===== config.mk =====
export PLATFORM = sky130hd
export DESIGN_NAME = pcrc_cell
export DESIGN_NICKNAME = d
export VERILOG_FILES = /design/src/design/pcrc_pkg.sv /design/src/design/pcrc_cell.sv
export SDC_FILE = /design/constraint.sdc
export NUM_CORES = 1
export LEC_CHECK = 0
export BUFFER_PORTS_ARGS = -buffer_cell sky130_fd_sc_hd__buf_2
export CORE_AREA = 2 2 126 128
export DETAILED_ROUTE_END_ITERATION = 7
export DIE_AREA = 0 0 128 130
export PLACE_DENSITY_LB_ADDON = 0.3
export SYNTH_ARGS = -nofsm -noshare
export SYNTH_HDL_FRONTEND = slang
export SYNTH_SLANG_ARGS = --single-unit

===== constraint.sdc =====
create_clock -name clk -period 3.6 [get_ports clk]
set_input_delay 0.36 -clock clk [delete_from_list [all_inputs] [get_ports clk]]
set_output_delay 0.36 -clock clk [all_outputs]
set_load 0.01 [all_outputs]

===== src/design/pcrc_pkg.sv =====
// shared types, register map and reset constants of the pre-trigger clip record controller
package pcrc_pkg;

  // default pre-capture capacity in entries
  localparam int PRE_DEPTH_DEF = 64;

  // configuration port geometry
  localparam int ADDR_W = 5;
  localparam int DATA_W = 32;

  // register indexes (byte address is 4 times the index)
  localparam logic [2:0] REG_PRECAPTURE  = 3'd0;
  localparam logic [2:0] REG_POSTCAPTURE = 3'd1;
  localparam logic [2:0] REG_GAP_TOL     = 3'd2;
  localparam logic [2:0] REG_ACT_THR     = 3'd3;
  localparam logic [2:0] REG_MAINT_THR   = 3'd4;
  localparam logic [2:0] REG_MAX_LEN     = 3'd5;

  // register reset values
  localparam logic [6:0]  RST_PRECAPTURE  = 7'd16;
  localparam logic [15:0] RST_POSTCAPTURE = 16'd0;
  localparam logic [15:0] RST_GAP_TOL     = 16'd30;
  localparam logic [15:0] RST_ACT_THR     = 16'd0;
  localparam logic [15:0] RST_MAINT_THR   = 16'd0;
  localparam logic [31:0] RST_MAX_LEN     = 32'd60000;

  // result kinds
  localparam logic KIND_WRITE = 1'b0;
  localparam logic KIND_DONE  = 1'b1;

  // cell shift codes
  localparam logic [1:0] SHIFT_NONE = 2'd0;
  localparam logic [1:0] SHIFT_ONE  = 2'd1;
  localparam logic [1:0] SHIFT_TWO  = 2'd2;

  // one pre-capture entry
  typedef struct packed {
    logic [15:0] tag;
    logic [31:0] time_ms;
    logic [31:0] score;
  } entry_t;

  // per-cell control
  typedef struct packed {
    logic [1:0] shift_amt;
    logic       load;
  } cell_ctrl_t;

  // configuration register set
  typedef struct packed {
    logic [6:0]  precapture;
    logic [15:0] postcapture;
    logic [15:0] gap_tol;
    logic [15:0] act_thr;
    logic [15:0] maint_thr;
    logic [31:0] max_len;
  } cfg_t;

endpackage


===== src/design/pcrc_cell.sv =====
// one pre-capture queue cell: holds an entry and shifts toward the queue head
module pcrc_cell (
  input  logic                 clk,
  input  pcrc_pkg::cell_ctrl_t ctrl,
  input  pcrc_pkg::entry_t     new_entry,
  input  pcrc_pkg::entry_t     nbr1,
  input  pcrc_pkg::entry_t     nbr2,
  output pcrc_pkg::entry_t     q
);

  pcrc_pkg::entry_t q_r;
  pcrc_pkg::entry_t q_nxt;

  // take from a neighbor on shift, or load the incoming beat
  always_comb begin
    case (ctrl.shift_amt)
      pcrc_pkg::SHIFT_ONE: q_nxt = nbr1;
      pcrc_pkg::SHIFT_TWO: q_nxt = nbr2;
      default:             q_nxt = q_r;
    endcase
    if (ctrl.load) begin
      q_nxt = new_entry;
    end
  end

  // entry storage
  always_ff @(posedge clk) begin
    q_r <= q_nxt;
  end

  assign q = q_r;

endmodule


[Yosys cells after proc, flatten, opt, wreduce, memory -nomap -nowiden]
Cells that the tools add are included.
Widths: inputs -> output; s select.
Storage, ports and cells
  bits in registers: 80
  logic and storage cells: 8
Cells by class
  equal/unequal tests: 2
  multiplexer cells: 2
  reduce and logical (&&, ||, !) cells: 1
Operator list (number)
  $pmux 80 s2: 1
  $mux 80: 1
  $reduce_bool 3->1: 1
  $eq 2x1->1 const B: 1
  $eq 2x2->1 const B: 1

[Logic depth before layout (Yosys ltp)]
  word-level depth: 3
  mapped depth: 5
  mapped depth without buffers: 2

[Least setup slack after synthesis]
OpenSTA, ideal clock, no wires.
  path kind: input -> register
  start: input port ctrl[1] (netlist bit)
  end: register q_r (netlist bit q[0]) (enable)
  data arrival time: 2.564 ns
  data required time: 3.158 ns
  setup slack: 0.594 ns
  cell stages on the path: 4
  path buffers: 2
  path through: buf_6 clkbuf_1 nor2b_1 or3_1
Between the ends
  longest elaborated chain between the ends: 2
RTL lines
  start: declaration: RTL line pcrc_cell.sv:4  | input pcrc_pkg::cell_ctrl_t ctrl,
  $eq 2x2->1 / $eq 2x1->1 (equally long branches): RTL line pcrc_cell.sv:16  | case (ctrl.shift_amt)
  $reduce_bool 3->1 (no source line) (*)
  end signal: assignment: RTL line pcrc_cell.sv:28  | q_r <= q_nxt;
  end: declaration: RTL line pcrc_cell.sv:11  | pcrc_pkg::entry_t q_r;
Every way passes the cells marked *; elsewhere a longest branch is shown, timed or not.
A chain may end at the register's enable or synchronous reset.

==> out/qor.txt <==
CTS max path bufs - 2
Critical path endpoint category - flip-flop
Power, Total - 2.75 mW
Launch point of the worst path - ctrl[0]
Fill count - 1474
DRT Wirelength - 16000 µm
Actual slew at the worst max-slew pin - 0.927 ns
Post CTS Setup Buffer Count - 0
Starting Density - 36.6%
Synth top area share - 42.6%
Slowest-stage cell, CP - buf_12
Reg clk slew, reported paths - 0.06 ns
Post-DRT Antenna Nets - 0
Max incr delay on CP - 0.55 ns
Routed wl met2 - 8250 µm
Area of the core - 0.0154 mm²
Placement Setup Slack - 1.42 ns
Max reg flops - 80
Setup TNS Final - 0 ns
Htree depth - 3
Initial antenna violation count - 0
Hold-fix buffers, CTS - 0
Hold_sp - new_entry[78]
Highest metal used - met4
Max-Cap Viols - 0
Largest net degree at the start of global routing - 151
Peak VDD IR - 0.173 mV
Vias - 4742
Synth Instances - 456
Gr usage total - 18.5%
Fin nets - 986
Crit path DAT - 1.94 ns
Layout cells sized above 1 - 56.2%
Initial detailed-routing violation count - 220
Worst Hold Class - in2reg
Synthesized Nets - 700
Post-Synth Simple-Gate Area - 21.8%
Ports - 324
Die H - 130 µm
Die area - 0.0166 mm²
Yosys warns - 0
Std cell rows - 46
Unrepaired setup endpoints after global routing - no
Final period util - 52.3%
Max Slew Vio Count - 0
Vias in the first global route - 4826
Post-synthesis register bit count - 80
Global-route wire length before repair - 24000 µm
Cell variety after synth - 14
Critical Path RT - 3.65 ns
Met3 WL - 1170 µm
Synth Area in Compound Gates - 23.1%
Largest family of logic cells by synthesized area - compound AO/OA/AOI/OAI gates
Synth Area in XOR/XNOR - 0%
Final setup viols - 0
Drt via density - 5.05
Hold endpoint - q[78]$_DFFE_PP_
CTS resizes - 0
Synth top area cells - edfxtp_1 43%, o311ai_2 23%, nand4bb_1 16%, inv_1 5.3%, nand2_1 5.3%
Pwr Density - 369 mW/mm²
Post-Synth Adder-Cell Area - 0%
Sink Count - 80
Ant diodes - 0
Area growth from synthesis to layout - 32.1%
Setup CP Type - in2reg
Max Clk Rate - 531 MHz
CP cell instances - clkbuf_8, buf_12, nand4bb_1, o311ai_2
Mux cell area share after synthesis - 0%
Hold Crit Depth - 3
CTS buffer count - 9
Grt total ovfl - 0
Syn Std Cell Area - 0.00564 mm²
Final Critical Period - 1.88 ns
Max-slew headroom - 38.2%
HPWL Detailed - 11400 µm
Worst setup SP type - input pin
Routed len/inst - 17.1 µm
Drt first pass iters - 4
Root buf cell - clkbuf_16
Hold WS - 0.322 ns
DR DRC count - 0
I/O Buffers - 323
Status - completed
Synth area leader - edfxtp_1
Setup WS post-layout - 1.72 ns
Die width - 128 µm
WL met1 - 6360 µm
Avg Cell Area, Syn - 12.4 µm²
Seq/Total Area, Yosys - 42.6%
P_leak - 3.33 nW
CTS tree - done
Final GP Congestion - 0.774
CP Max Fanout - 150
Final hold vios - 0
[worst max path at each step]
stage,slack [ns],end
floorplan,0.59,q[0]$_DFFE_PP_
global placement,1.48,q[27]$_DFFE_PP_
finish,1.72,q[28]$_DFFE_PP_
detailed placement,1.42,q[6]$_DFFE_PP_
CTS,1.79,q[17]$_DFFE_PP_
global route,1.61,q[17]$_DFFE_PP_
[worst max-delay path, delay by kind of cell]
family | cells | cell delay, ns
AND/OR/NAND/NOR | 1 | 0.23
buffers and inverters | 2 | 1.02
AO/OA/AOI/OAI | 1 | 0.13
[kinds of logic after synthesis]
family | count (synthesis)
buffers and inverters | 133
DFF | 80
AOI/OAI and AO/OA | 80
and+or+nand+nor | 163
[synth_stat cells]
library cell   instances
edfxtp_1              80
buf_12                 9
o311ai_2              80
nand4bb_1             80
clkbuf_1               8
dlygate4sd1_1          1
buf_6                  2
buf_4                  2
nor2b_4                1
nand2_1               80
or3_1                  1
inv_1                 80
nor2b_1                1
buf_2                 31
[where the power goes]
part	internal [mW]	leakage (nW)	total [mW]	switching [mW]
clock network	0.523	0.134	0.874	0.351
logic	0.314	2.38	0.669	0.354
registers	1.17	0.819	1.21	0.0317
total	2.01	3.33	2.75	0.737
[cell usage in the layout, fill, tap and decap left out, drive strengths merged]
cell type / n
edfxtp: 80
inv: 80
bufinv: 1
nand4bb: 80
o311ai: 80
clkbuf: 10
nand2: 80
or3: 1
clkinv: 6
nor2b: 2
buf: 327
[layout make-up]
cell class / count / area, µm² / area share, %
Tap cell: 192 / 240 / 3.22
Clock buffer: 9 / 225 / 3.02
Inverter: 80 / 300 / 4.03
Clock inverter: 7 / 52.6 / 0.705
Multi-Input combinational cell: 243 / 2530 / 34.0
Timing Repair Buffer: 328 / 1700 / 22.8
Sequential cell: 80 / 2400 / 32.2
[routing by layer]
metal  up-vias  GRT usage (%)
met5         -              0
met4         0           6.72
met3        15           5.21
met2       204           34.1
met1      2215           20.4
li1       2308              -
[through the flow]
step / instance area (µm²) / std cells / util (%)
after floorplan: 5640 / 456 / -
after global placement: 7180 / 923 / 46.5
after detailed placement: 7180 / 923 / 46.5
after CTS: 7450 / 939 / 48.3
after global routing: 7450 / 939 / 48.3
final: 7450 / 939 / 48.3
(Power assumes the default switching activity.)
