## config.mk

```make
export PLATFORM = sky130hd
export DESIGN_NAME = pcrc_cfg
export DESIGN_NICKNAME = d
export VERILOG_FILES = /design/src/design/pcrc_pkg.sv /design/src/design/pcrc_cfg.sv
export SDC_FILE = /design/constraint.sdc
export NUM_CORES = 1
export LEC_CHECK = 0
export ABC_AREA = 0
export ABC_CLOCK_PERIOD_IN_PS = 1300
export BUFFER_PORTS_ARGS = -buffer_cell sky130_fd_sc_hd__buf_2
export CAP_MARGIN = 20
export CELL_PAD_IN_SITES_DETAIL_PLACEMENT = 0
export CELL_PAD_IN_SITES_GLOBAL_PLACEMENT = 1
export CORE_MARGIN = 2
export CORE_UTILIZATION = 33
export DETAILED_ROUTE_END_ITERATION = 7
export GPL_TIMING_DRIVEN = 1
export PLACE_DENSITY_LB_ADDON = 0.1
export RECOVER_POWER = 25
export SETUP_SLACK_MARGIN = 0.1
export SYNTH_ARGS = -nofsm -noshare
export SYNTH_HDL_FRONTEND = slang
export SYNTH_SLANG_ARGS = --single-unit
export TNS_END_PERCENT = 50
```

## constraint.sdc

```tcl
create_clock -name clk -period 1.3 [get_ports clk]
set_input_delay 0.195 -clock clk [delete_from_list [all_inputs] [get_ports clk]]
set_output_delay 0.195 -clock clk [all_outputs]
set_load 0.01 [all_outputs]
```

## src/design/pcrc_pkg.sv

```systemverilog
// shared types, register map and reset constants of the pre-trigger clip record controller
package pcrc_pkg;

  // default pre-capture capacity in entries
  localparam int PRE_DEPTH_DEF = 64;

  // configuration port geometry
  localparam int ADDR_W = 5;
  localparam int DATA_W = 32;

  // register indexes (byte address is 4 times the index)
  localparam logic [2:0] REG_PRECAPTURE  = 3'd0;
  localparam logic [2:0] REG_POSTCAPTURE = 3'd1;
  localparam logic [2:0] REG_GAP_TOL     = 3'd2;
  localparam logic [2:0] REG_ACT_THR     = 3'd3;
  localparam logic [2:0] REG_MAINT_THR   = 3'd4;
  localparam logic [2:0] REG_MAX_LEN     = 3'd5;

  // register reset values
  localparam logic [6:0]  RST_PRECAPTURE  = 7'd16;
  localparam logic [15:0] RST_POSTCAPTURE = 16'd0;
  localparam logic [15:0] RST_GAP_TOL     = 16'd30;
  localparam logic [15:0] RST_ACT_THR     = 16'd0;
  localparam logic [15:0] RST_MAINT_THR   = 16'd0;
  localparam logic [31:0] RST_MAX_LEN     = 32'd60000;

  // result kinds
  localparam logic KIND_WRITE = 1'b0;
  localparam logic KIND_DONE  = 1'b1;

  // cell shift codes
  localparam logic [1:0] SHIFT_NONE = 2'd0;
  localparam logic [1:0] SHIFT_ONE  = 2'd1;
  localparam logic [1:0] SHIFT_TWO  = 2'd2;

  // one pre-capture entry
  typedef struct packed {
    logic [15:0] tag;
    logic [31:0] time_ms;
    logic [31:0] score;
  } entry_t;

  // per-cell control
  typedef struct packed {
    logic [1:0] shift_amt;
    logic       load;
  } cell_ctrl_t;

  // configuration register set
  typedef struct packed {
    logic [6:0]  precapture;
    logic [15:0] postcapture;
    logic [15:0] gap_tol;
    logic [15:0] act_thr;
    logic [15:0] maint_thr;
    logic [31:0] max_len;
  } cfg_t;

endpackage

```

## src/design/pcrc_cfg.sv

```systemverilog
// apb-style configuration register file
module pcrc_cfg (
  input  logic                        clk,
  input  logic                        rst_n,
  input  logic                        psel,
  input  logic                        penable,
  input  logic                        pwrite,
  input  logic [pcrc_pkg::ADDR_W-1:0] paddr,
  input  logic [pcrc_pkg::DATA_W-1:0] pwdata,
  output logic [pcrc_pkg::DATA_W-1:0] prdata,
  output logic                        pready,
  output pcrc_pkg::cfg_t              cfg
);

  pcrc_pkg::cfg_t cfg_r;
  logic [2:0]     reg_idx;
  logic           wr_en;

  assign reg_idx = paddr[4:2];
  assign wr_en   = psel && penable && pwrite;
  assign pready  = 1'b1;

  // register writes
  always_ff @(posedge clk) begin
    if (!rst_n) begin
      cfg_r.precapture  <= pcrc_pkg::RST_PRECAPTURE;
      cfg_r.postcapture <= pcrc_pkg::RST_POSTCAPTURE;
      cfg_r.gap_tol     <= pcrc_pkg::RST_GAP_TOL;
      cfg_r.act_thr     <= pcrc_pkg::RST_ACT_THR;
      cfg_r.maint_thr   <= pcrc_pkg::RST_MAINT_THR;
      cfg_r.max_len     <= pcrc_pkg::RST_MAX_LEN;
    end else if (wr_en) begin
      case (reg_idx)
        pcrc_pkg::REG_PRECAPTURE:  cfg_r.precapture  <= pwdata[6:0];
        pcrc_pkg::REG_POSTCAPTURE: cfg_r.postcapture <= pwdata[15:0];
        pcrc_pkg::REG_GAP_TOL:     cfg_r.gap_tol     <= pwdata[15:0];
        pcrc_pkg::REG_ACT_THR:     cfg_r.act_thr     <= pwdata[15:0];
        pcrc_pkg::REG_MAINT_THR:   cfg_r.maint_thr   <= pwdata[15:0];
        pcrc_pkg::REG_MAX_LEN:     cfg_r.max_len     <= pwdata;
        default: ;
      endcase
    end
  end

  // read back
  always_comb begin
    case (reg_idx)
      pcrc_pkg::REG_PRECAPTURE:  prdata = {25'd0, cfg_r.precapture};
      pcrc_pkg::REG_POSTCAPTURE: prdata = {16'd0, cfg_r.postcapture};
      pcrc_pkg::REG_GAP_TOL:     prdata = {16'd0, cfg_r.gap_tol};
      pcrc_pkg::REG_ACT_THR:     prdata = {16'd0, cfg_r.act_thr};
      pcrc_pkg::REG_MAINT_THR:   prdata = {16'd0, cfg_r.maint_thr};
      pcrc_pkg::REG_MAX_LEN:     prdata = cfg_r.max_len;
      default:                   prdata = '0;
    endcase
  end

  assign cfg = cfg_r;

endmodule

```

== Word level (Yosys, flattened, before mapping) ==
Cells that the tools add are included.

* Register bits: 103
* Bits of input ports: 42
* Output and inout bits: 136

* Equal/unequal tests: 5
* Multiplexer cells: 1
* Reduce and logical (&&, ||, !) cells: 9

{| class="wikitable"
|+ Operators with widths
! kind !! count
|-
| $pmux 32 s6 || 1
|-
| $reduce_and 2->1 || 6
|-
| $eq 3x2->1 const B || 2
|-
| $eq 3x3->1 const B || 2
|-
| $eq 3x1->1 const B || 1
|-
| $logic_not 3->1 || 1
|-
| $logic_and 1x1->1 || 2
|}

== Depth between registers and ports, before layout ==
Gate-level depths: netlist of the first run.

* Depth after elaboration: 3
* Depth in mapped cells: 6
* Mapped depth without buffers: 3

== Least setup slack after synthesis of the first run ==
Ideal clock, no wire load.

* Kind: input-to-output
* Start: input paddr[2] (netlist bit)
* End: output prdata[0] (netlist bit)
* Arrival time: 1246 ps
* Slack: -141 ps
* Stages: 4
* Path buffers: 2
* Path through: buf_4 buf_2 mux2_2 a221o_1

* Cells in the longest elaborated chain, start to end: 2
* Elaborated cells between the ends (all ways): 7

{| class="wikitable"
|+ Ends and longest elaborated chain
! element !! line !! text
|-
| start, declared || pcrc_cfg.sv:8 || <nowiki>input logic [pcrc_pkg::ADDR_W-1:0] paddr,</nowiki>
|-
| $eq 3x3->1, or another cell as far along || pcrc_cfg.sv:47 || <nowiki>case (reg_idx)</nowiki>
|-
| $pmux 32 s6 * || pcrc_cfg.sv:47 ||
|-
| end, declared || pcrc_cfg.sv:10 || <nowiki>output logic [pcrc_pkg::DATA_W-1:0] prdata,</nowiki>
|}

Every way passes the cells marked *; elsewhere a longest branch is shown, timed or not.

== Worst setup path in the final report of the first run ==
* Start: register cfg_r (netlist bit cfg[32])
* End: output prdata[0] (netlist bit)

* Cells in the longest elaborated chain, start to end: 1

{| class="wikitable"
|+ Ends and longest elaborated chain
! element !! line !! text
|-
| start, declared || pcrc_cfg.sv:15 || <nowiki>pcrc_pkg::cfg_t cfg_r;</nowiki>
|-
| $pmux 32 s6 || pcrc_cfg.sv:47 ||
|}

No other way between the ends.

==> results.md, run 1 <==
* Status: finished with violations
* Failing checks: setup timing
* MaxCap Viol Count at 0
* Gr usage total at a little under a fifth
* Post-synth cell types at 31
* Hold_buf cts at 0
* DR pass1 iterations at 5
* Final Util at 47.82%
* GR Layer Usage met3 at 5.885%
* Synthesized Nets at about 550
* Clock Tree Buf Depth at 2
* HPWL Detailed at 11210 um
* First-pass GRT wire length at 23520 um
* Rows at 44
* Yosys top cell by area: dfxtp_1
* Max Fclk at roughly 600 MHz
* Die area at 0.01549 sq mm
* Commonest cells after routing, fill and taps aside: 168 x buf_2, 126 x nand2_1, 105 x mux2i_1
* Register area share after synthesis at 43.07%
* Fin crit period at 1.629 ns
* Met2 usage at 31.79%
* Wire per inst at 16.34 um
* Initial core utilization at approximately a third
* Clock group share of total power at 43.4%
* Async set or reset register ratio after synthesis at 0%
* Comb pwr share at 9.5%
* P_leak at 3.114 nW
* IO Pins at 178
* Crit path cell chain: mux2_4 -> a221o_1 -> buf_2
* Antenna violations before repair at 0
* Final Hold Viols at 0
* Synthesized area at ~0.0048 sq mm
* Post-route antenna net violation count at 0
* CTS root buf: clkbuf_16
* Synth Register Bits at 103
* Clock sink count at between 100 and 150
* Max reg flops at 103
* Largest delay share family, worst path: flip-flops
* Post-Layout Cell Count at 927
* Number of diodes at 0
* Synth area leaders: dfxtp_1 43%, mux2i_1 22%, nand2_1 9.9%
* Final hold slack at 0.07579 ns
* Worst skew pair latency at 0.35 ns
* Commonest non-fill, non-tap cell in the layout: buf_2
* Final setup violating endpoints at 32
* Clock transition at the registers of the reported paths at 0.07 ns
* CP Launch Type: register
* Pin count of the biggest net entering global routing at 51
* Gr ovfl total at 0
* Worst Path Buf+Inv at 1
* Worst EP arrival at approximately 1.4 ns
* CP max stage cell: dfxtp_2
* Post-synth EDFFs at 0
* Final WL at 15150 um
* Iter 0 DRT Violations at about 240
* Vias/cell at 4.782
* Setup ws final at -0.3289 ns
* Part of the cycle the worst path needs at 125.3%
* Slew Limit Fails at 0
* Post-route DRC at 0
* GR Layer Usage met1 at 24.56%
* Dpl cell area at 0.006281 sq mm
* CP Capture Type: output port
* Crit Path Category: register to output port
* Worst vdd ir at 0.7235 mV
* Internal power at 0.005196 W
* Layout cell share with drive strength beyond 1 at 46.97%
* Worst clock skew at 0 ns
* Mean post-synth cell area at around 9.4 sq um
* Hold crit path type: primary input to register
* Core footprint at about 0.014 sq mm
* Switch share at a little under a quarter
* RSZ-0062 raised after global routing: yes
* Via count at 4433
* Top-area cell type share of the netlist area at 43.07%
* CTS tree: done
* Die H at 124.4 um
* Cell count after synthesis at 510
* CTS buffer count at 9
* Count of input and output buffers at approximately 170
* Flop pwr share at 47.1%
* CP max stage delay at 0.33 ns
* Net Switching at 0.001601 W
* Final Net Count at roughly 800
* Ys flop type: dfxtp_1
* Most Used Layer, Global Route: met2
* Die X-Extent at approximately 120 um
* Routability cong. at 0.7482
* Fillcell total at 1422
* Yosys warnings at 0
* WP data required at roughly 1.1 ns
* Crit Path Max Fanout at 2
* Design area at 0.006872 sq mm
* Placed insts at 892
* Power Dens Cells at 989.2 mW/mm^2
* H-Tree Depth at 3
* Vias in the first global route at 4277
* Total Neg Setup Slack at -5.564 ns
* Synthesis-to-layout area growth at 43.54%
[power groups by stage]
stage | combinational, W | clock (W) | sequential (W)
2_1_floorplan | 0.000332 | 0 | 0.00328
3_3_place_gp | 0.000611 | 0 | 0.00327
3_5_place_dp | 0.000619 | 0 | 0.00327
4_1_cts | 0.000646 | 0.00303 | 0.00320
5_1_grt | 0.000706 | 0.00314 | 0.00320
6_report | 0.000646 | 0.00295 | 0.00320
[worst paths after layout]
check	slack, ns	end	depth (start not counted)	from
max	-0.33	prdata[0]	3	cfg[32]
min	0.08	cfg[19]	3	pwdata[19]
max reg2reg	0.52	cfg[13]	3	cfg[13]
min reg2reg	0.47	cfg[25]	2	cfg[25]
[timing repair]
item | 4_1_cts | 5_1_grt
resized for setup | 47 | 30
cloned | 0 | 1
setup buffers | 18 | 1
hold endpoints to repair | 0 | 0
pin swaps | 8 | 6
setup endpoints to repair | 32 | 38
[cell type report]
class	count	area, sq um	share of cell area [%]
inverter	14	56.30	0.8194
clock buffer	10	239.0	3.478
sequential	103	2105	30.63
timing repair buffer	257	1578	22.96
clock inverter	6	83.83	1.220
tap	184	230.2	3.350
multi-input combinational	353	2580	37.55
[kinds of logic (layout without fill, tap and decap cells)]
family | Yosys count | in the layout | synth area share [%]
other | 1 | 1 | 0.07834
AND/OR/NAND/NOR | 175 | 175 | 16.60
multiplexers | 128 | 128 | 27.31
AO/OA/AOI/OAI | 49 | 49 | 7.240
flip-flops | 103 | 103 | 43.07
buffers and inverters | 54 | 287 | 5.698
[worst register-to-register path, cell delays in order (launching register included)]
cell and delay [ns]:
dfxtp_2 0.32, buf_4 0.13, o21ai_0 0.06, o311ai_0 0.13
[per-stage QoR]
stage / worst slack (ns) / total power [W]
global route: -0.3548 / 0.007050
global placement: -0.2367 / 0.003882
detailed placement: -0.2735 / 0.003890
floorplan: -0.01341 / 0.003611
CTS: -0.3378 / 0.006870
finish: -0.3289 / 0.006797
[per-layer routing]
layer / share of wire (%) / vias up / wire length [um]
li1: - / 2201 / -
met1: 45 / 2110 / 6868
met2: 48 / 111 / 7319
met3: 5.4 / 11 / 822
met4: 0.90 / 0 / 136
met5: 0 / - / 0
[cell usage after synthesis (2+ instances only)]
master      n
buf_4       5
nor2_2      4
buf_1       2
dfxtp_1   103
nand2b_1    2
a221o_1     3
mux2i_1   107
o311ai_0   10
o21ai_0    19
mux2_2     21
inv_1      14
nor2_1      3
or3_1       4
clkbuf_1   20
nor2b_1     5
or2_2       3
o221ai_1    3
and2_1     16
buf_6       4
nand3_1     9
o32ai_1     3
a22oi_1     9
buf_2       8
nand2_1   126
Power figures use the tool's default switching activity.
==> inputs of run 2 (changes only) <==
==> constraint.sdc (replaced) <==
create_clock -name clk -period 1.3 [get_ports clk]
set_input_delay 0.065 -clock clk [delete_from_list [all_inputs] [get_ports clk]]
set_output_delay 0.065 -clock clk [all_outputs]
set_load 0.01 [all_outputs]
==> results.md, run 2 (synthesized netlist as in run 1, its figures left out) <==
* RSZ-0062 raised after global routing: yes
* Max reg flops at 103 (unchanged)
* P_leak at 3.082 nW (-1.0%)
* Post-Layout Cell Count at 924 (-0.32%)
* CTS root buf: clkbuf_16
* Max Fclk at 698.5 MHz (+14%)
* Count of input and output buffers at 174 (unchanged)
* MaxCap Viol Count at 0 (unchanged)
* Post-route DRC at 0 (unchanged)
* Rows at 44 (unchanged)
* WP data required at 1.24 ns (+0.13 ns)
* Design area at 0.006833 sq mm (-0.56%)
* Die H at 124.4 um (unchanged)
* Via count at 4426 (-0.16%)
* Hold Path Depth at 3 (unchanged)
* Worst vdd ir at 0.7137 mV (-1.4%)
* Final hold slack at 0.03880 ns (-0.03699 ns)
* Iter 0 DRT Violations at 183 (-25%)
* First-pass GRT wire length at 23200 um (-1.4%)
* Commonest cells after routing, fill and taps aside: 171 x buf_2, 126 x nand2_1, 107 x mux2i_1
* Met2 usage at 32.59% (+0.80 points)
* Clock sink count at 103 (unchanged)
* DR pass1 iterations at 4 (-1)
* Gr usage total at 18.80% (-0.34 points)
* Slew Limit Fails at 0 (unchanged)
* Clock Tree Buf Depth at 2 (unchanged)
* Fillcell total at 1388 (-2.4%)
* Die X-Extent at 124.4 um (unchanged)
* CP Launch Type: register
* H-Tree Depth at 3 (unchanged)
* Routability cong. at 0.7499 (+0.23%)
* Initial core utilization at 33.32% (unchanged)
* Antenna violations before repair at 1 (+1)
* Worst Reg-to-Reg Cells at 3 (unchanged)
* Status: finished with violations
* Hold crit path type: primary input to register
* Wire per inst at 16.19 um (-0.93%)
* Number of diodes at 0 (unchanged)
* Part of the cycle the worst path needs at 110.1% (-15 points)
* Dpl cell area at 0.006098 sq mm (-2.9%)
* Final setup violating endpoints at 32 (unchanged)
* CTS tree: done
* Die area at 0.01549 sq mm (unchanged)
* Final WL at 14960 um (-1.3%)
* Most Used Layer, Global Route: met2
* GR Layer Usage met1 at 22.95% (-1.6 points)
* Power Dens Cells at 974.0 mW/mm^2 (-1.5%)
* Post-route antenna net violation count at 0 (unchanged)
* Placed insts at 866 (-2.9%)
* Final Net Count at 777 (-0.38%)
* Synthesis-to-layout area growth at 42.73%
* Layout cell share with drive strength beyond 1 at 44.05% (-2.9 points)
* Gr ovfl total at 0 (unchanged)
* Vias/cell at 4.790 (+0.17%)
* Worst skew pair latency at 0.34 ns (about the same)
* Failing checks: setup timing
* CTS buffer count at 9 (unchanged)
* Crit Path Max Fanout at 2 (unchanged)
* Worst clock skew at 0 ns (unchanged)
* CP Capture Type: output port
* Final Hold Viols at 0 (unchanged)
* Crit Path Category: register to output port
* Worst EP arrival at 1.37 ns (-0.06 ns)
* HPWL Detailed at 10330 um (-7.8%)
* Vias in the first global route at 4363 (+2.0%)
* Setup ws final at -0.1317 ns (+0.1971 ns)
* GR Layer Usage met3 at 6.014% (+0.13 points)
* IO Pins at 178 (unchanged)
* Commonest non-fill, non-tap cell in the layout: buf_2
* Fin crit period at 1.432 ns (-0.1971 ns)
* Clock transition at the registers of the reported paths at 0.07 ns (about the same)
* Pin count of the biggest net entering global routing at 50 (-2.0%)
* Core footprint at 0.01437 sq mm (unchanged)
-- run 2: per-layer routing --
metal  vias up  wire [um]
met1      2108       6840
li1       2191          -
met2       113       7157
met3        12        792
met5         -         16
met4         2        150
-- run 2: metrics by stage --
stage / worst slack, ns / setup TNS (ns) / utilization (%) / power [W]
CTS: -0.1512 / -1.447 / 47.56 / 0.006744
global route: -0.1854 / -4.260 / 47.55 / 0.006935
detailed placement: -0.004567 / -0.006214 / 42.44 / 0.003864
floorplan: 0.07846 / 0 / - / 0.003585
global placement: 0.003666 / 0 / 42.44 / 0.003856
finish: -0.1317 / -1.849 / 47.55 / 0.006655
-- run 2: power breakdown --
part           switching (W)  internal, W  leakage, nW
sequential         0.0000188      0.00318        0.843
clock                0.00121      0.00160        0.152
combinational       0.000360     0.000293         2.09
total                0.00159      0.00507         3.08
-- run 2: repair_timing --
| action | in CTS | in global routing |
|---|---|---|
| hold buffers | 17 | 0 |
| setup buffers | 22 | 3 |
| gates resized for setup | 54 | 18 |
| setup endpoints to repair | 32 | 32 |
| pin swaps | 7 | 4 |
| hold endpoints to repair | 17 | 0 |
-- run 2: worst paths after layout --
kind | start | end | slack (ns)
setup reg to reg | cfg[13] | cfg[13] | 0.51
hold reg to reg | cfg[38] | cfg[38] | 0.47
hold / removal | pwdata[9] | cfg[9] | 0.04
setup / recovery | cfg[5] | prdata[5] | -0.13
-- run 2: worst max-delay path: stages (launching register included) --
cell and delay, ns:
dfxtp_2 0.33, mux2_4 0.25, a221o_1 0.29, buf_2 0.14
-- run 2: final cells by class --
type | count | area [sq um] | share of cell area (%)
well taps | 184 | 230.2 | 3.369
clock buffers | 11 | 252.7 | 3.699
clock inverters | 5 | 56.30 | 0.8240
repair buffers | 254 | 1605 | 23.49
flip-flops and latches | 103 | 2108 | 30.86
multi-input cells | 353 | 2527 | 36.99
inverters | 14 | 52.55 | 0.7691
==> inputs of run 3 (changes only) <==
Settings changed: ABC_CLOCK_PERIOD_IN_PS 1300 to 1800, BUFFER_PORTS_ARGS -buffer_cell sky130_fd_sc_hd__buf_2 to -buffer_cell sky130_fd_sc_hd__clkbuf_2, CORE_UTILIZATION 33 to 39.
Clock period 1.3 ns to 1.8 ns, I/O delays scaled along.
==> results.md, run 3 (synthesized netlist as in run 1, its figures left out) <==
* Gr ovfl total at 0 (unchanged)
* Fin crit period at around 1.6 ns
* Flop pwr share at 49.7% (+1.6 points)
* Die area at 0.01318 sq mm (-15%)
* Final Net Count at 740 (-4.8%)
* Gr usage total at 21.20% (+2.4 points)
* Count of input and output buffers at 174 (unchanged)
* Reg2Reg Setup Slack at 1.12 ns (+0.61 ns)
* Vias in the first global route at 4142 (-5.1%)
* Comb pwr share at 9.1% (-0.7 points)
* P_leak at 2.611 nW (-15%)
* Crit path cell chain: clkbuf_2 -> nand2b_1 -> nor2_1 -> a221o_1 -> clkbuf_2
* Internal power at 0.003559 W (-30%)
* WP data required at 1.71 ns (+0.47 ns)
* DR pass1 iterations at 5 (+1)
* Slew Limit Fails at 0 (unchanged)
* RSZ-0062 raised after global routing: no
* HPWL Detailed at 9921 um (-4.0%)
* Final Hold Viols at 0 (unchanged)
* Reg2reg start: cfg[5]
* Worst EP arrival at 1.48 ns (+0.11 ns)
* Die X-Extent at 114.8 um (-7.8%)
* Final hold slack at 0.04189 ns (+0.003090 ns)
* Layout cell share with drive strength beyond 1 at 27.60% (-16 points)
* Worst skew pair latency at 0.34 ns (about the same)
* Fillcell total at 1197 (-14%)
* Hold_sp: pwdata[4]
* MaxCap Viol Count at 0 (unchanged)
* Sequential Area at 0.002062 sq mm (-2.2%)
* Switch share at 23.50% (-0.35 points)
* Post-route antenna net violation count at 0 (unchanged)
* CTS buffer count at 9 (unchanged)
* Clock Tree Buf Depth at 2 (unchanged)
* Clock sink count at 103 (unchanged)
* Worst vdd ir at 0.6603 mV (-7.5%)
* CP max stage cell: clkbuf_2
* Commonest cells after routing, fill and taps aside: 126 x nand2_1, 118 x clkbuf_2, 107 x mux2i_1
* Core footprint at 0.01201 sq mm (-16%)
* Hold crit path type: primary input to register
* Worst clock skew at 0 ns (unchanged)
* CP Launch Type: primary input
* Max Fclk at 638.9 MHz
* Clock transition at the registers of the reported paths at 0.06 ns (about the same)
* Post-route DRC at 0 (unchanged)
* Crit. Startpoint: paddr[2]
* Vias/cell at 5.079 (+6.0%)
* Net Switching at 0.001093 W (-31%)
* Via count at 4317 (-2.5%)
* H-Tree Depth at 3 (unchanged)
* Status: complete, no violations
* Antenna violations before repair at 0 (-1)
* Max reg flops at 103 (unchanged)
* CP max stage delay at 0.39 ns (+0.06 ns)
* Final setup violating endpoints at 0 (-100%)
* Routability cong. at 0.7892 (+5.2%)
* Crit Path Category: primary input to output port
* CP Capture Type: output port
* Commonest non-fill, non-tap cell in the layout: nand2_1
* Wire per inst at 16.30 um (+0.73%)
* Crit-path most repeated cell: clkbuf_2
* CTS root buf: clkbuf_16
* Footprint of the multi-input gates at 0.002460 sq mm (-2.7%)
* Synthesis-to-layout area growth at 31.78%
* Rows at 40 (-9.1%)
* Worst path depth at 5 (+2)
* CTS tree: done
* Total Neg Setup Slack at 0 ns (+1.849 ns)
* Power Dens Cells at 737.4 mW/mm^2 (-24%)
* First-pass GRT wire length at 21710 um (-6.4%)
* Worst Reg-to-Reg Cells at 2 (-1)
* Worst R2R End: cfg[5]
* Iter 0 DRT Violations at 206 (+13%)
* Crit Path Max Fanout at 16 (+14)
* Final WL at 13860 um (-7.3%)
* IO Pins at 178 (unchanged)
* Clock group share of total power at 41.2% (-0.9 points)
* Critical Path End: prdata[0]
* Die H at 114.8 um (-7.8%)
* Worst Path Buf+Inv at 2 (+1)
* Part of the cycle the worst path needs at 86.96%
* Pin count of the biggest net entering global routing at 36 (-28%)
* Number of diodes at 0 (unchanged)
* Largest delay share family, worst path: buffers and inverters
* Initial core utilization at 39.85% (+6.5 points)
## run 3: changes by cell type in the layout (fill, tap and decap cells not counted), moves of 22 or more
cell / delta
clkbuf_1: +49
clkbuf_2: +114
buf_2: -171
buf_4: -22
dfxtp_1: +37
dfxtp_2: -37
## run 3: per-stage QoR
stage	cell area, sq um	setup WS [ns]	util (%)	power [W]	std cells
after detailed placement	5919	0.09233	49.28	0.002766	818
after CTS	6375	0.1821	53.07	0.004728	850
after floorplan	4787	0.5535	-	0.002590	510
after global placement	5919	0.1566	49.28	0.002760	818
final	6309	0.2348	52.52	0.004652	850
after global routing	6309	0.1253	52.52	0.004837	850
## run 3: worst min-delay path by stage
stage                    end  cells past startpoint
detailed placement   cfg[17]                      3
floorplan            cfg[16]                      2
global route         cfg[68]                      3
finish               cfg[68]                      3
CTS                 cfg[100]                      3
global placement     cfg[22]                      3
## run 3: area by class of cell
cell class              instances  area share, %
multi-input cells             353          38.99
flip-flops and latches        103          32.69
repair buffers                217          19.89
clock buffers                  13          4.443
well taps                     147          2.916
inverters                      14         0.8330
clock inverters                 3         0.2380
## run 3: power groups by stage
stage          registers (W)  logic [W]  clock network [W]
2_1_floorplan        0.00237   0.000221                  0
3_3_place_gp         0.00236   0.000398                  0
3_5_place_dp         0.00236   0.000403                  0
4_1_cts              0.00231   0.000432            0.00199
5_1_grt              0.00231   0.000466            0.00206
6_report             0.00231   0.000425            0.00192
## run 3: per-layer routing
| layer | vias up | global-route usage, % | wire, um |
|---|---|---|---|
| li1 | 2127 | - | - |
| met1 | 2036 | 26.70 | 6094 |
| met2 | 141 | 35.31 | 6628 |
| met3 | 13 | 6.800 | 967 |
| met4 | 0 | 5.542 | 168 |
| met5 | - | 0 | 0 |
## run 3: worst min-delay path: stages
cell,delay (ns)
clkbuf_2,0.09
nor2b_1,0.05
mux2i_1,0.12
## run 3: repair_timing
action | 4_1_cts | 5_1_grt
endpoints found under the setup margin | 0 | 16
hold buffers | 16 | 0
endpoints found under the hold margin | 16 | 0
setup buffers | 0 | 0
resized for setup | 0 | 1
